`config.mk`:
```
export PLATFORM = sky130hd
export DESIGN_NAME = edf_periodic_task_scheduler_unit
export DESIGN_NICKNAME = d
export VERILOG_FILES = /design/src/edfs_pkg.sv /design/src/edfs_ram.sv /design/src/edfs_ctrl.sv /design/src/edfs_dp.sv /design/src/edf_periodic_task_scheduler_unit.sv
export SDC_FILE = /design/constraint.sdc
export NUM_CORES = 1
export LEC_CHECK = 0
export BUFFER_PORTS_ARGS = -buffer_cell sky130_fd_sc_hd__buf_4
export CAP_MARGIN = 0
export CORE_MARGIN = 5
export CORE_UTILIZATION = 45
export DETAILED_ROUTE_END_ITERATION = 8
export PLACE_DENSITY = 0.6
export SLEW_MARGIN = 20
export SYNTH_ARGS = -nofsm -noshare
export SYNTH_HDL_FRONTEND = slang
export SYNTH_HIERARCHICAL = 1
export SYNTH_SLANG_ARGS = --single-unit
```
`constraint.sdc`:
```
create_clock -name clk -period 28.4 [get_ports clk]
set_input_delay 1.42 -clock clk [delete_from_list [all_inputs] [get_ports clk]]
set_output_delay 1.42 -clock clk [all_outputs]
set_load 0.02 [all_outputs]
```
`src/edfs_pkg.sv`:
```
// Shared types and constants of the EDF periodic task scheduler.
// Used by the controller, the datapath and the top level; depends on nothing.
`default_nettype none

package edfs_pkg;

    // Fixed field widths of the stream payloads
    localparam int IDX_W  = 3;
    localparam int VAL_W  = 16;
    localparam int MISS_W = 4;
    localparam int S_DATA_W = 56;
    localparam int M_DATA_W = 48;

    // Operation codes carried on the input tuser
    localparam logic OP_LOAD = 1'b0;
    localparam logic OP_TICK = 1'b1;

    // Controller to datapath commands
    typedef struct packed {
        logic capture;  // latch the accepted request and clear the per-item accumulators
        logic rd_en;    // read the row at rd_addr
        logic proc;     // row of proc_addr is on the read port: update and write back
        logic finish;   // close the item and load the result register
    } edfs_cmd_t;

    // Datapath to controller status
    typedef struct packed {
        logic out_free; // result register can take a new result this cycle
    } edfs_status_t;

endpackage

`default_nettype wire

```
`src/edfs_ram.sv`:
```
// Generic simple dual-port RAM: one write port, one read port with registered data.
// Holds the per-slot task rows of the scheduler; no dependencies.
`default_nettype none

module edfs_ram #(
    parameter int WIDTH = 8,
    parameter int DEPTH = 8,
    localparam int ADDR_W = (DEPTH > 1) ? $clog2(DEPTH) : 1
) (
    input  wire  logic                      clk,
    input  wire  logic                      wr_en,
    input  wire  logic [ADDR_W-1:0]         wr_addr,
    input  wire  logic [WIDTH-1:0]          wr_data,
    input  wire  logic                      rd_en,
    input  wire  logic [ADDR_W-1:0]         rd_addr,
    output logic       [WIDTH-1:0]          rd_data
);

    logic [WIDTH-1:0] mem [DEPTH];

    always_ff @(posedge clk)
    begin
        if (wr_en)
        begin
            mem[wr_addr] <= wr_data;
        end
        if (rd_en)
        begin
            rd_data <= mem[rd_addr];
        end
    end

endmodule

`default_nettype wire

```
`src/edfs_ctrl.sv`:
```
// Controller of the EDF scheduler: request handshake, slot scan sequencing, result hand-off.
// Depends on edfs_pkg for the command and status types.
`default_nettype none

module edfs_ctrl
    import edfs_pkg::*;
#(
    parameter int TASK_SLOTS = 8,
    localparam int SLOT_W    = (TASK_SLOTS > 1) ? $clog2(TASK_SLOTS) : 1
) (
    input  wire  logic                  clk,
    input  wire  logic                  rst_n,
    input  wire  logic                  s_axis_tvalid,
    output logic                        s_axis_tready,
    output edfs_cmd_t                   cmd,
    output logic [SLOT_W-1:0]           rd_addr,
    output logic [SLOT_W-1:0]           proc_addr,
    input  wire  edfs_status_t          status
);
    localparam int CNT_W  = $clog2(TASK_SLOTS + 1);

    typedef enum logic [2:0] {
        ST_IDLE   = 3'b001,
        ST_SCAN   = 3'b010,
        ST_FINISH = 3'b100
    } state_t;

    state_t            state_reg, state_next;
    logic [CNT_W-1:0]  cnt_reg, cnt_next;
    logic              proc_reg;
    logic [SLOT_W-1:0] proc_addr_reg;
    logic              issue_done;

    assign issue_done    = (cnt_reg == CNT_W'(TASK_SLOTS));
    assign s_axis_tready = (state_reg == ST_IDLE);
    assign rd_addr       = cnt_reg[SLOT_W-1:0];
    assign proc_addr     = proc_addr_reg;

    always_comb
    begin
        cmd.capture = s_axis_tvalid && (state_reg == ST_IDLE);
        cmd.rd_en   = (state_reg == ST_SCAN) && !issue_done;
        cmd.proc    = proc_reg;
        cmd.finish  = (state_reg == ST_FINISH) && status.out_free;
    end

    always_comb
    begin
        state_next = state_reg;
        cnt_next   = cnt_reg;
        unique case (state_reg)
            ST_IDLE:
            begin
                if (s_axis_tvalid)
                begin
                    state_next = ST_SCAN;
                    cnt_next   = '0;
                end
            end
            ST_SCAN:
            begin
                if (issue_done)
                begin
                    state_next = ST_FINISH;
                end
                else
                begin
                    cnt_next = cnt_reg + CNT_W'(1);
                end
            end
            ST_FINISH:
            begin
                // hold until the result register drains
                if (status.out_free)
                begin
                    state_next = ST_IDLE;
                end
            end
            default:
            begin
                state_next = ST_IDLE;
            end
        endcase
    end

    always_ff @(posedge clk or negedge rst_n)
    begin
        if (!rst_n)
        begin
            state_reg     <= ST_IDLE;
            cnt_reg       <= '0;
            proc_reg      <= 1'b0;
            proc_addr_reg <= '0;
        end
        else
        begin
            state_reg     <= state_next;
            cnt_reg       <= cnt_next;
            proc_reg      <= cmd.rd_en;
            proc_addr_reg <= rd_addr;
        end
    end

endmodule

`default_nettype wire

```
`src/edfs_dp.sv`:
```
// Datapath of the EDF scheduler: task row memory, per-slot miss/release update,
// earliest-deadline selection, scalar time state and the result register.
// Depends on edfs_pkg and edfs_ram.
`default_nettype none

module edfs_dp
    import edfs_pkg::*;
#(
    parameter int TASK_SLOTS = 8,
    parameter int TIME_BITS  = 16,
    localparam int SLOT_W    = (TASK_SLOTS > 1) ? $clog2(TASK_SLOTS) : 1
) (
    input  wire  logic                  clk,
    input  wire  logic                  rst_n,
    input  wire  logic                  s_axis_tuser,
    input  wire  logic [S_DATA_W-1:0]   s_axis_tdata,
    output logic                        m_axis_tvalid,
    input  wire  logic                  m_axis_tready,
    output logic [M_DATA_W-1:0]         m_axis_tdata,
    input  wire  edfs_cmd_t             cmd,
    input  wire  logic [SLOT_W-1:0]     rd_addr,
    input  wire  logic [SLOT_W-1:0]     proc_addr,
    output edfs_status_t                status
);
    localparam int DL_W     = ((TIME_BITS > VAL_W) ? TIME_BITS : VAL_W) + 1;
    localparam int CNTM_W   = $clog2(TASK_SLOTS + 1);
    localparam int OFF_EXEC = 0;
    localparam int OFF_PER  = VAL_W;
    localparam int OFF_JOBS = 2 * VAL_W;
    localparam int OFF_REL  = 3 * VAL_W;
    localparam int OFF_WORK = 4 * VAL_W;
    localparam int OFF_DL   = 5 * VAL_W;
    localparam int ROW_W    = OFF_DL + DL_W;
    localparam logic [TIME_BITS-1:0] TIME_MAX = '1;

    // captured request
    logic                 op_reg;
    logic [IDX_W-1:0]     idx_reg;
    logic [VAL_W-1:0]     exec_reg, per_reg, jobs_reg;

    // scalar state
    logic [TASK_SLOTS-1:0] valid_reg, valid_next;
    logic [TIME_BITS-1:0]  now_reg, now_next;
    logic [VAL_W-1:0]      miss_cnt_reg, miss_cnt_next;
    logic                  lr_idle_reg, lr_idle_next;
    logic [SLOT_W-1:0]     lr_slot_reg, lr_slot_next;

    // per-item accumulators
    logic                  lr_nz_reg, lr_nz_next;
    logic [CNTM_W-1:0]     misses_reg, misses_next;
    logic                  acc_reg, acc_next;
    logic                  cand_vld_reg, cand_vld_next;
    logic [SLOT_W-1:0]     cand_idx_reg, cand_idx_next;
    logic [ROW_W-1:0]      cand_row_reg, cand_row_next;

    // result register
    logic                  out_valid_reg, out_valid_next;
    logic [M_DATA_W-1:0]   out_data_reg, out_data_next;

    // memory ports
    logic [ROW_W-1:0]      rd_data;
    logic                  wr_en;
    logic [SLOT_W-1:0]     wr_addr;
    logic [ROW_W-1:0]      wr_data;

    // slot update
    logic [ROW_W-1:0]      row_rd, row_new, cand_dec_row;
    logic [VAL_W-1:0]      r_exec, r_per, r_jobs, r_rel, r_work;
    logic [DL_W-1:0]       r_dl, cand_dl, t_ext;
    logic [VAL_W-1:0]      cand_work, cand_exec;
    logic                  take, miss, due, slot_match;

    // result fields
    logic [IDX_W-1:0]      f_task;
    logic                  f_idle, f_start, f_resume, f_pre, f_fin, f_done;
    logic [MISS_W-1:0]     f_misses;
    logic [VAL_W-1:0]      f_miss_total, f_tick;

    edfs_ram #(
        .WIDTH (ROW_W),
        .DEPTH (TASK_SLOTS)
    ) u_rows (
        .clk     (clk),
        .wr_en   (wr_en),
        .wr_addr (wr_addr),
        .wr_data (wr_data),
        .rd_en   (cmd.rd_en),
        .rd_addr (rd_addr),
        .rd_data (rd_data)
    );

    assign status.out_free = !out_valid_reg || m_axis_tready;
    assign m_axis_tvalid   = out_valid_reg;
    assign m_axis_tdata    = out_data_reg;

    assign t_ext     = DL_W'(now_reg);
    assign cand_dl   = cand_row_reg[OFF_DL +: DL_W];
    assign cand_work = cand_row_reg[OFF_WORK +: VAL_W];
    assign cand_exec = cand_row_reg[OFF_EXEC +: VAL_W];

    always_comb
    begin
        cand_dec_row = cand_row_reg;
        cand_dec_row[OFF_WORK +: VAL_W] = cand_work - VAL_W'(1);
    end

    // Per-slot update of the row on the read port
    always_comb
    begin
        row_rd  = valid_reg[proc_addr] ? rd_data : '0;
        r_exec  = row_rd[OFF_EXEC +: VAL_W];
        r_per   = row_rd[OFF_PER  +: VAL_W];
        r_jobs  = row_rd[OFF_JOBS +: VAL_W];
        r_rel   = row_rd[OFF_REL  +: VAL_W];
        r_work  = row_rd[OFF_WORK +: VAL_W];
        r_dl    = row_rd[OFF_DL   +: DL_W];
        miss    = 1'b0;
        due     = 1'b0;
        take    = 1'b0;
        slot_match = (32'(idx_reg) == 32'(proc_addr));

        if (op_reg == OP_LOAD)
        begin
            // restart: dynamic fields cleared, table written only in the addressed slot
            if (slot_match)
            begin
                r_exec = exec_reg;
                r_per  = per_reg;
                r_jobs = jobs_reg;
            end
            r_rel  = '0;
            r_work = '0;
            r_dl   = '0;
        end
        else
        begin
            // abort a job whose deadline has arrived
            if (r_work != '0 && r_dl <= t_ext)
            begin
                miss   = 1'b1;
                r_work = '0;
            end
            if (r_rel < r_jobs)
            begin
                if (r_rel == '0)
                begin
                    due = (now_reg == '0);
                end
                else
                begin
                    due = (r_per != '0) && (t_ext == r_dl);
                end
            end
            if (due)
            begin
                r_dl   = t_ext + DL_W'(r_per);
                r_work = r_exec;
                r_rel  = r_rel + VAL_W'(1);
            end
            take = (r_work != '0) && (!cand_vld_reg || r_dl < cand_dl);
        end
        row_new = {r_dl, r_work, r_rel, r_jobs, r_per, r_exec};
    end

    always_comb
    begin
        wr_en   = cmd.proc || (cmd.finish && op_reg == OP_TICK && cand_vld_reg);
        wr_addr = cmd.proc ? proc_addr : cand_idx_reg;
        wr_data = cmd.proc ? row_new : cand_dec_row;
    end

    // Result fields
    always_comb
    begin
        f_task       = '0;
        f_idle       = 1'b1;
        f_start      = 1'b0;
        f_resume     = 1'b0;
        f_pre        = 1'b0;
        f_fin        = 1'b0;
        f_misses     = '0;
        f_miss_total = '0;
        f_tick       = '0;
        f_done       = !acc_reg;
        if (op_reg == OP_TICK)
        begin
            f_misses     = MISS_W'(misses_reg);
            f_miss_total = miss_cnt_reg;
            f_tick       = VAL_W'(now_reg);
            if (cand_vld_reg)
            begin
                f_task   = IDX_W'(cand_idx_reg);
                f_idle   = 1'b0;
                f_start  = (cand_work == cand_exec);
                f_resume = !f_start && (lr_idle_reg || lr_slot_reg != cand_idx_reg);
                f_pre    = !lr_idle_reg && lr_slot_reg != cand_idx_reg && lr_nz_reg;
                f_fin    = (cand_work == VAL_W'(1));
                f_done   = !acc_reg && f_fin;
            end
        end
        out_data_next = {3'b000, f_done, f_tick, f_miss_total, f_misses,
                         f_fin, f_pre, f_resume, f_start, f_idle, f_task};
    end

    // Next state of scalars and accumulators
    always_comb
    begin
        valid_next     = valid_reg;
        now_next       = now_reg;
        miss_cnt_next  = miss_cnt_reg;
        lr_idle_next   = lr_idle_reg;
        lr_slot_next   = lr_slot_reg;
        lr_nz_next     = lr_nz_reg;
        misses_next    = misses_reg;
        acc_next       = acc_reg;
        cand_vld_next  = cand_vld_reg;
        cand_idx_next  = cand_idx_reg;
        cand_row_next  = cand_row_reg;
        out_valid_next = out_valid_reg;

        if (m_axis_tready)
        begin
            out_valid_next = 1'b0;
        end

        if (cmd.capture)
        begin
            lr_nz_next    = 1'b0;
            misses_next   = '0;
            acc_next      = 1'b0;
            cand_vld_next = 1'b0;
        end

        if (cmd.proc)
        begin
            valid_next[proc_addr] = 1'b1;
            if (op_reg == OP_LOAD)
            begin
                acc_next = acc_reg || (r_jobs != '0);
            end
            else
            begin
                if (miss)
                begin
                    misses_next = misses_reg + CNTM_W'(1);
                    if (miss_cnt_reg != '1)
                    begin
                        miss_cnt_next = miss_cnt_reg + VAL_W'(1);
                    end
                end
                if (!lr_idle_reg && lr_slot_reg == proc_addr)
                begin
                    lr_nz_next = (r_work != '0);
                end
                // a displaced candidate still has work, so the run is not done
                acc_next = acc_reg || (r_rel < r_jobs) ||
                           (r_work != '0 && (!take || cand_vld_reg));
                if (take)
                begin
                    cand_vld_next = 1'b1;
                    cand_idx_next = proc_addr;
                    cand_row_next = row_new;
                end
            end
        end

        if (cmd.finish)
        begin
            out_valid_next = 1'b1;
            if (op_reg == OP_LOAD)
            begin
                now_next      = '0;
                miss_cnt_next = '0;
                lr_idle_next  = 1'b1;
            end
            else
            begin
                lr_idle_next = !cand_vld_reg;
                lr_slot_next = cand_idx_reg;
                if (now_reg != TIME_MAX)
                begin
                    now_next = now_reg + TIME_BITS'(1);
                end
            end
        end
    end

    always_ff @(posedge clk or negedge rst_n)
    begin
        if (!rst_n)
        begin
            valid_reg     <= '0;
            now_reg       <= '0;
            miss_cnt_reg  <= '0;
            lr_idle_reg   <= 1'b1;
            lr_slot_reg   <= '0;
            lr_nz_reg     <= 1'b0;
            misses_reg    <= '0;
            acc_reg       <= 1'b0;
            cand_vld_reg  <= 1'b0;
            out_valid_reg <= 1'b0;
        end
        else
        begin
            valid_reg     <= valid_next;
            now_reg       <= now_next;
            miss_cnt_reg  <= miss_cnt_next;
            lr_idle_reg   <= lr_idle_next;
            lr_slot_reg   <= lr_slot_next;
            lr_nz_reg     <= lr_nz_next;
            misses_reg    <= misses_next;
            acc_reg       <= acc_next;
            cand_vld_reg  <= cand_vld_next;
            out_valid_reg <= out_valid_next;
        end
    end

    always_ff @(posedge clk)
    begin
        if (cmd.capture)
        begin
            op_reg   <= s_axis_tuser;
            idx_reg  <= s_axis_tdata[IDX_W-1:0];
            exec_reg <= s_axis_tdata[IDX_W +: VAL_W];
            per_reg  <= s_axis_tdata[IDX_W + VAL_W +: VAL_W];
            jobs_reg <= s_axis_tdata[IDX_W + 2 * VAL_W +: VAL_W];
        end
        cand_idx_reg <= cand_idx_next;
        cand_row_reg <= cand_row_next;
        if (cmd.finish)
        begin
            out_data_reg <= out_data_next;
        end
    end

endmodule

`default_nettype wire

```
`src/edf_periodic_task_scheduler_unit.sv`:
```
// Top level of the periodic-task earliest-deadline-first scheduler.
// Instantiates edfs_ctrl and edfs_dp; types and constants from edfs_pkg.
//
//  channel  | direction | payload
//  ---------+-----------+--------------------------------------------------------
//  s_axis   | in        | tuser: operation; tdata: task_index, exec_time, period,
//           |           |   job_count
//  m_axis   | out       | tdata: running_task, cpu_idle, job_started, job_resumed,
//           |           |   preempted, job_finished, misses_now, miss_total,
//           |           |   tick_time, all_done
//
// For each request (load or tick), between acceptance and its registered result,
// the task row memory is swept one slot per cycle through its single read port,
// then on a tick the selected row is written back.
// The block is ready for the next request as soon as that result is registered.
// Reset clears the task table through per-slot valid bits; no clearing pass.
// A new request is taken while a result still waits on m_axis; a stalled
// output holds the block at its write-back step.
`default_nettype none

module edf_periodic_task_scheduler_unit
    import edfs_pkg::*;
#(
    parameter int TASK_SLOTS = 8,
    parameter int TIME_BITS  = 16
) (
    input  wire  logic                  clk,
    input  wire  logic                  rst_n,
    input  wire  logic                  s_axis_tvalid,
    output logic                        s_axis_tready,
    // [2:0] task_index, [18:3] exec_time, [34:19] period, [50:35] job_count, rest zero
    input  wire  logic [S_DATA_W-1:0]   s_axis_tdata,
    // [0] operation
    input  wire  logic                  s_axis_tuser,
    output logic                        m_axis_tvalid,
    input  wire  logic                  m_axis_tready,
    // [2:0] running_task, [3] cpu_idle, [4] job_started, [5] job_resumed,
    // [6] preempted, [7] job_finished, [11:8] misses_now, [27:12] miss_total,
    // [43:28] tick_time, [44] all_done, rest zero
    output logic [M_DATA_W-1:0]         m_axis_tdata
);
    localparam int SLOT_W = (TASK_SLOTS > 1) ? $clog2(TASK_SLOTS) : 1;

    edfs_cmd_t          cmd;
    edfs_status_t       status;
    logic [SLOT_W-1:0]  rd_addr;
    logic [SLOT_W-1:0]  proc_addr;

    edfs_ctrl #(
        .TASK_SLOTS (TASK_SLOTS)
    ) u_ctrl (
        .clk           (clk),
        .rst_n         (rst_n),
        .s_axis_tvalid (s_axis_tvalid),
        .s_axis_tready (s_axis_tready),
        .cmd           (cmd),
        .rd_addr       (rd_addr),
        .proc_addr     (proc_addr),
        .status        (status)
    );

    edfs_dp #(
        .TASK_SLOTS (TASK_SLOTS),
        .TIME_BITS  (TIME_BITS)
    ) u_dp (
        .clk           (clk),
        .rst_n         (rst_n),
        .s_axis_tuser  (s_axis_tuser),
        .s_axis_tdata  (s_axis_tdata),
        .m_axis_tvalid (m_axis_tvalid),
        .m_axis_tready (m_axis_tready),
        .m_axis_tdata  (m_axis_tdata),
        .cmd           (cmd),
        .rd_addr       (rd_addr),
        .proc_addr     (proc_addr),
        .status        (status)
    );

endmodule

`default_nettype wire

```
==> results.md <==
* DIE AREA at 0.112 mm^2
* Layout Cells excl Fill at 4398
* Routed vias at 25700
* Yosys warns at 6
* Layout area overhead at 12.2%
* Worst endpoint required time at 28690 ps
* Instance area at placement at 0.0498 mm^2
* Post-synth cell types at 82
* CTS sink cnt at 1133
* Initial Utilization at 45.3%
* Min-Delay Endpoint: u_dp/valid_reg[7]
* HP Class: flip-flop to flip-flop
* CP Data Arrival Time at 9570 ps
* Reg2reg path depth at 23
* Clk Tree Root Cell: clkbuf_16
* Final-report hold violation count at 0
* Remaining Overflow, GRT at 0
* Critical path class: flip-flop to flip-flop
* Minimum clock period at 9280 ps
* Hold Slack at 478 ps
* Met3 wire length at 6860 um
* Async set-reset flop share out of synthesis at 5.56%
* Critical R2R Launch: u_ctrl/proc_addr[1]
* First-pass GRT wire length at 169000 um
* Vias in the first global route at 26100
* Synth Flop Type: edfxtp_1
* Cells after Synth at 2786
* Initial DRC Count at 2457
* Setup-failing EPs final at 0
* Simple-Gate Fraction of Synth Area at 6.28%
* Max-cap violations at 0
* Rows at 119
* GPL Wtd Cong at 0.869
* Worst skew pair latency at 690 ps
* # resized after CTS at 0
* Die width at 335 um
* Fin worst setup slack at 19120 ps
* Slew margin rel. at 28.6%
* Mapped cell area at 0.0476 mm^2
* Leak Pwr at 0.0178 uW
* Part of the cycle the worst path needs at 32.7%
* I/O Buffers at 102
* Synth Area in Adders at 2.36%
* CTS buffer count at 114
* Critical path endpoint category: flip-flop
* CORE AREA at 0.105 mm^2
* Clock Pin Slew Worst Setup and Hold Paths at 60 ps
* Number of remaining DRC errors at 0
* Compound-Gate Fraction of Synth Area at 3.63%
* CTS tree: yes
* Wirelength per Cell at 26.0 um
* Top Layer Used: met5
* Slowest stage delay, CP at 870 ps
* Worst-case clock skew at 31.6 ps
* R2R Path End: u_dp/cand_row_reg[63]
* Syn_area_per_cell at 17.1 um^2
* Mux share of post-synthesis cell area at 13.0%
* Largest family of logic cells by synthesized area: multiplexers
* Max clock buf depth at 3
* Design Area, Final at 0.0534 mm^2
* Setup bufs post-CTS at 0
* Worst ir drop on vdd at 0.0615 mV
* Status: completed
* EDFF count, synth at 1070
* Fill cells at 8609
* Detailed placement HPWL at 68800 um
* Largest net degree at the start of global routing at 66
* DR vias/cell at 5.83
* Area of the multi-input gates at 0.0129 mm^2
* Fraction of the yosys area taken by sequential cells at 70.9%
* Hold_buf cts at 0
* DRT Pass-1 Iters at 5
* Die height at 335 um
* Max reg flops at 776
* Gr usage total at 20.1%
* Pre-CTS setup slack at 19250 ps
* Fmax at 108 MHz
* CP cell instances: mux4_1, mux2_4, and2_1, inv_1, ha_1, nor4b_1, nand4_1, a221oi_1, nand3_2, or3_4, o21ai_0, ha_1, a21o_1, a21o_1, a21oi_1, nor2_1, a211oi_1, nor2_1, o31ai_1, nand3_1, nor2_4, buf_4, buf_4
* M1 wire length at 49400 um
* Setup TNS at 0 ps
* #FFs+latches synth at 1133
* Sequential cell area at 0.0337 mm^2
* I/O pin cnt at 111
* Final Max Tran Viols at 0
* Hold Path Depth at 1
* Layout cells sized above 1 at 22.7%
* Hold_sp: u_dp/valid_reg[7]
* Worst Setup Start Kind: flip-flop
* Final WL at 114000 um
* Largest fanout on the critical path at 64
* Slowest CP cell: buf_4
* Met2 Wirelength at 55600 um
* Fraction of synthesized cell area in xor and xnor cells at 1.64%
* Final nets at 3069
* Worst-Margin Slew at 1060 ps
* R2r setup slk at 19120 ps
* Power density cells at 93.6 mW/mm^2
* Unrepaired setup endpoints after global routing: no
* Placed cell count at 4194
* Initial antenna violation count at 4
* H-tree Lvls at 3
* Post-route ant nets at 0
-- power breakdown --
part	switching [uW]	internal (uW)	leakage, uW
clock	614	809	0.00172
sequential	110	2100	0.0105
combinational	836	525	0.00560
-- critical path: cells and delay by family, from the launching register on --
family,cells,cell delay (ps)
muxes,2,1150
and+or+nand+nor,9,2680
buffers and inverters,3,1480
DFF,1,650
AOI/OAI and AO/OA,7,2070
adders and majority gates,2,650
-- cells in the mapped netlist, drive strengths merged (5+ instances only) --
| library cell | instances | area share (%) |
|---|---|---|
| or3 | 11 | 0.16 |
| a41o | 6 | 0.13 |
| mux4 | 196 | 9.3 |
| nand3 | 63 | 0.67 |
| o21ai | 81 | 0.85 |
| o21a | 11 | 0.17 |
| nor2b | 6 | 0.079 |
| o211ai | 8 | 0.13 |
| o22ai | 8 | 0.11 |
| xnor2 | 34 | 0.63 |
| nor3b | 5 | 0.079 |
| buf | 51 | 0.82 |
| nand2b | 9 | 0.12 |
| nor3 | 25 | 0.27 |
| inv | 101 | 0.80 |
| edfxtp | 1070 | 68 |
| or4 | 8 | 0.13 |
| and2 | 64 | 0.84 |
| a21o | 17 | 0.27 |
| nor4 | 31 | 0.41 |
| ha | 88 | 2.3 |
| nand4 | 30 | 0.39 |
| a31o | 8 | 0.15 |
| nor2 | 151 | 1.2 |
| mux2i | 8 | 0.18 |
| o31ai | 6 | 0.095 |
| mux2 | 147 | 3.5 |
| clkbuf | 83 | 0.65 |
| nand2 | 179 | 1.4 |
| dfrtp | 61 | 3.2 |
| and3 | 13 | 0.17 |
| a22o | 5 | 0.092 |
| xor2 | 55 | 1.0 |
| a211oi | 6 | 0.095 |
| a41oi | 5 | 0.092 |
| a21oi | 83 | 0.89 |
-- cells by family after synthesis --
logic type | count (synthesis)
mux | 351
xor+xnor | 89
simple gates | 615
fa+ha+maj | 89
other cells | 1
flops | 1133
buf+inv | 235
compound gates | 273
-- per-layer routing --
layer,track usage (%),up-vias
li1,-,11100
met1,28.3,13400
met2,33.4,904
met3,3.09,169
met4,4.88,2
met5,0,-
-- per-stage QoR --
stage	util, %	total power (uW)
after floorplan	-	3190
after global placement	47.4	3560
after detailed placement	47.4	3600
after CTS	50.8	5030
after global routing	50.8	5230
final	50.8	5000
-- worst max-delay path by stage --
stage	start	endpoint	slack [ps]	depth (start not counted)
detailed placement	u_ctrl/proc_addr[1]	u_dp/cand_row_reg[32]	19250	23
finish	u_ctrl/proc_addr[1]	u_dp/cand_row_reg[63]	19120	23
floorplan	u_ctrl/proc_addr[1]	u_dp/cand_idx_reg[0]	17440	30
global placement	u_ctrl/proc_addr[1]	u_dp/cand_row_reg[35]	19300	23
global route	u_ctrl/proc_addr[1]	u_dp/cand_row_reg[50]	18820	23
CTS	u_ctrl/proc_addr[1]	u_dp/cand_row_reg[50]	19230	23
-- cells in the final DEF (no fill, tap or decap), types with 24 or more instances in the layout --
cell type and count:
clkbuf_16 117, ha_1 88, mux4_2 195, nor2_1 143
dfrtp_1 57, a21oi_1 81, clkinv_1 24, nand2_1 179
nor4_1 30, buf_4 149, mux2_2 145, and2_1 64
xnor2_1 34, o21ai_0 80, edfxtp_1 1070, inv_1 100
nand4_1 30, xor2_1 55, nand3_1 62
-- area by class of cell --
cell class / instances / share of cell area [%]
antenna: 1 / 0.00469
clock buffer: 142 / 5.70
clock inverter: 61 / 0.891
inverter: 101 / 0.710
multi-input combinational: 1420 / 24.1
sequential: 1133 / 63.2
tap: 1391 / 3.26
timing repair buffer: 149 / 2.10
No activity file was read; power rests on OpenSTA's default activity.
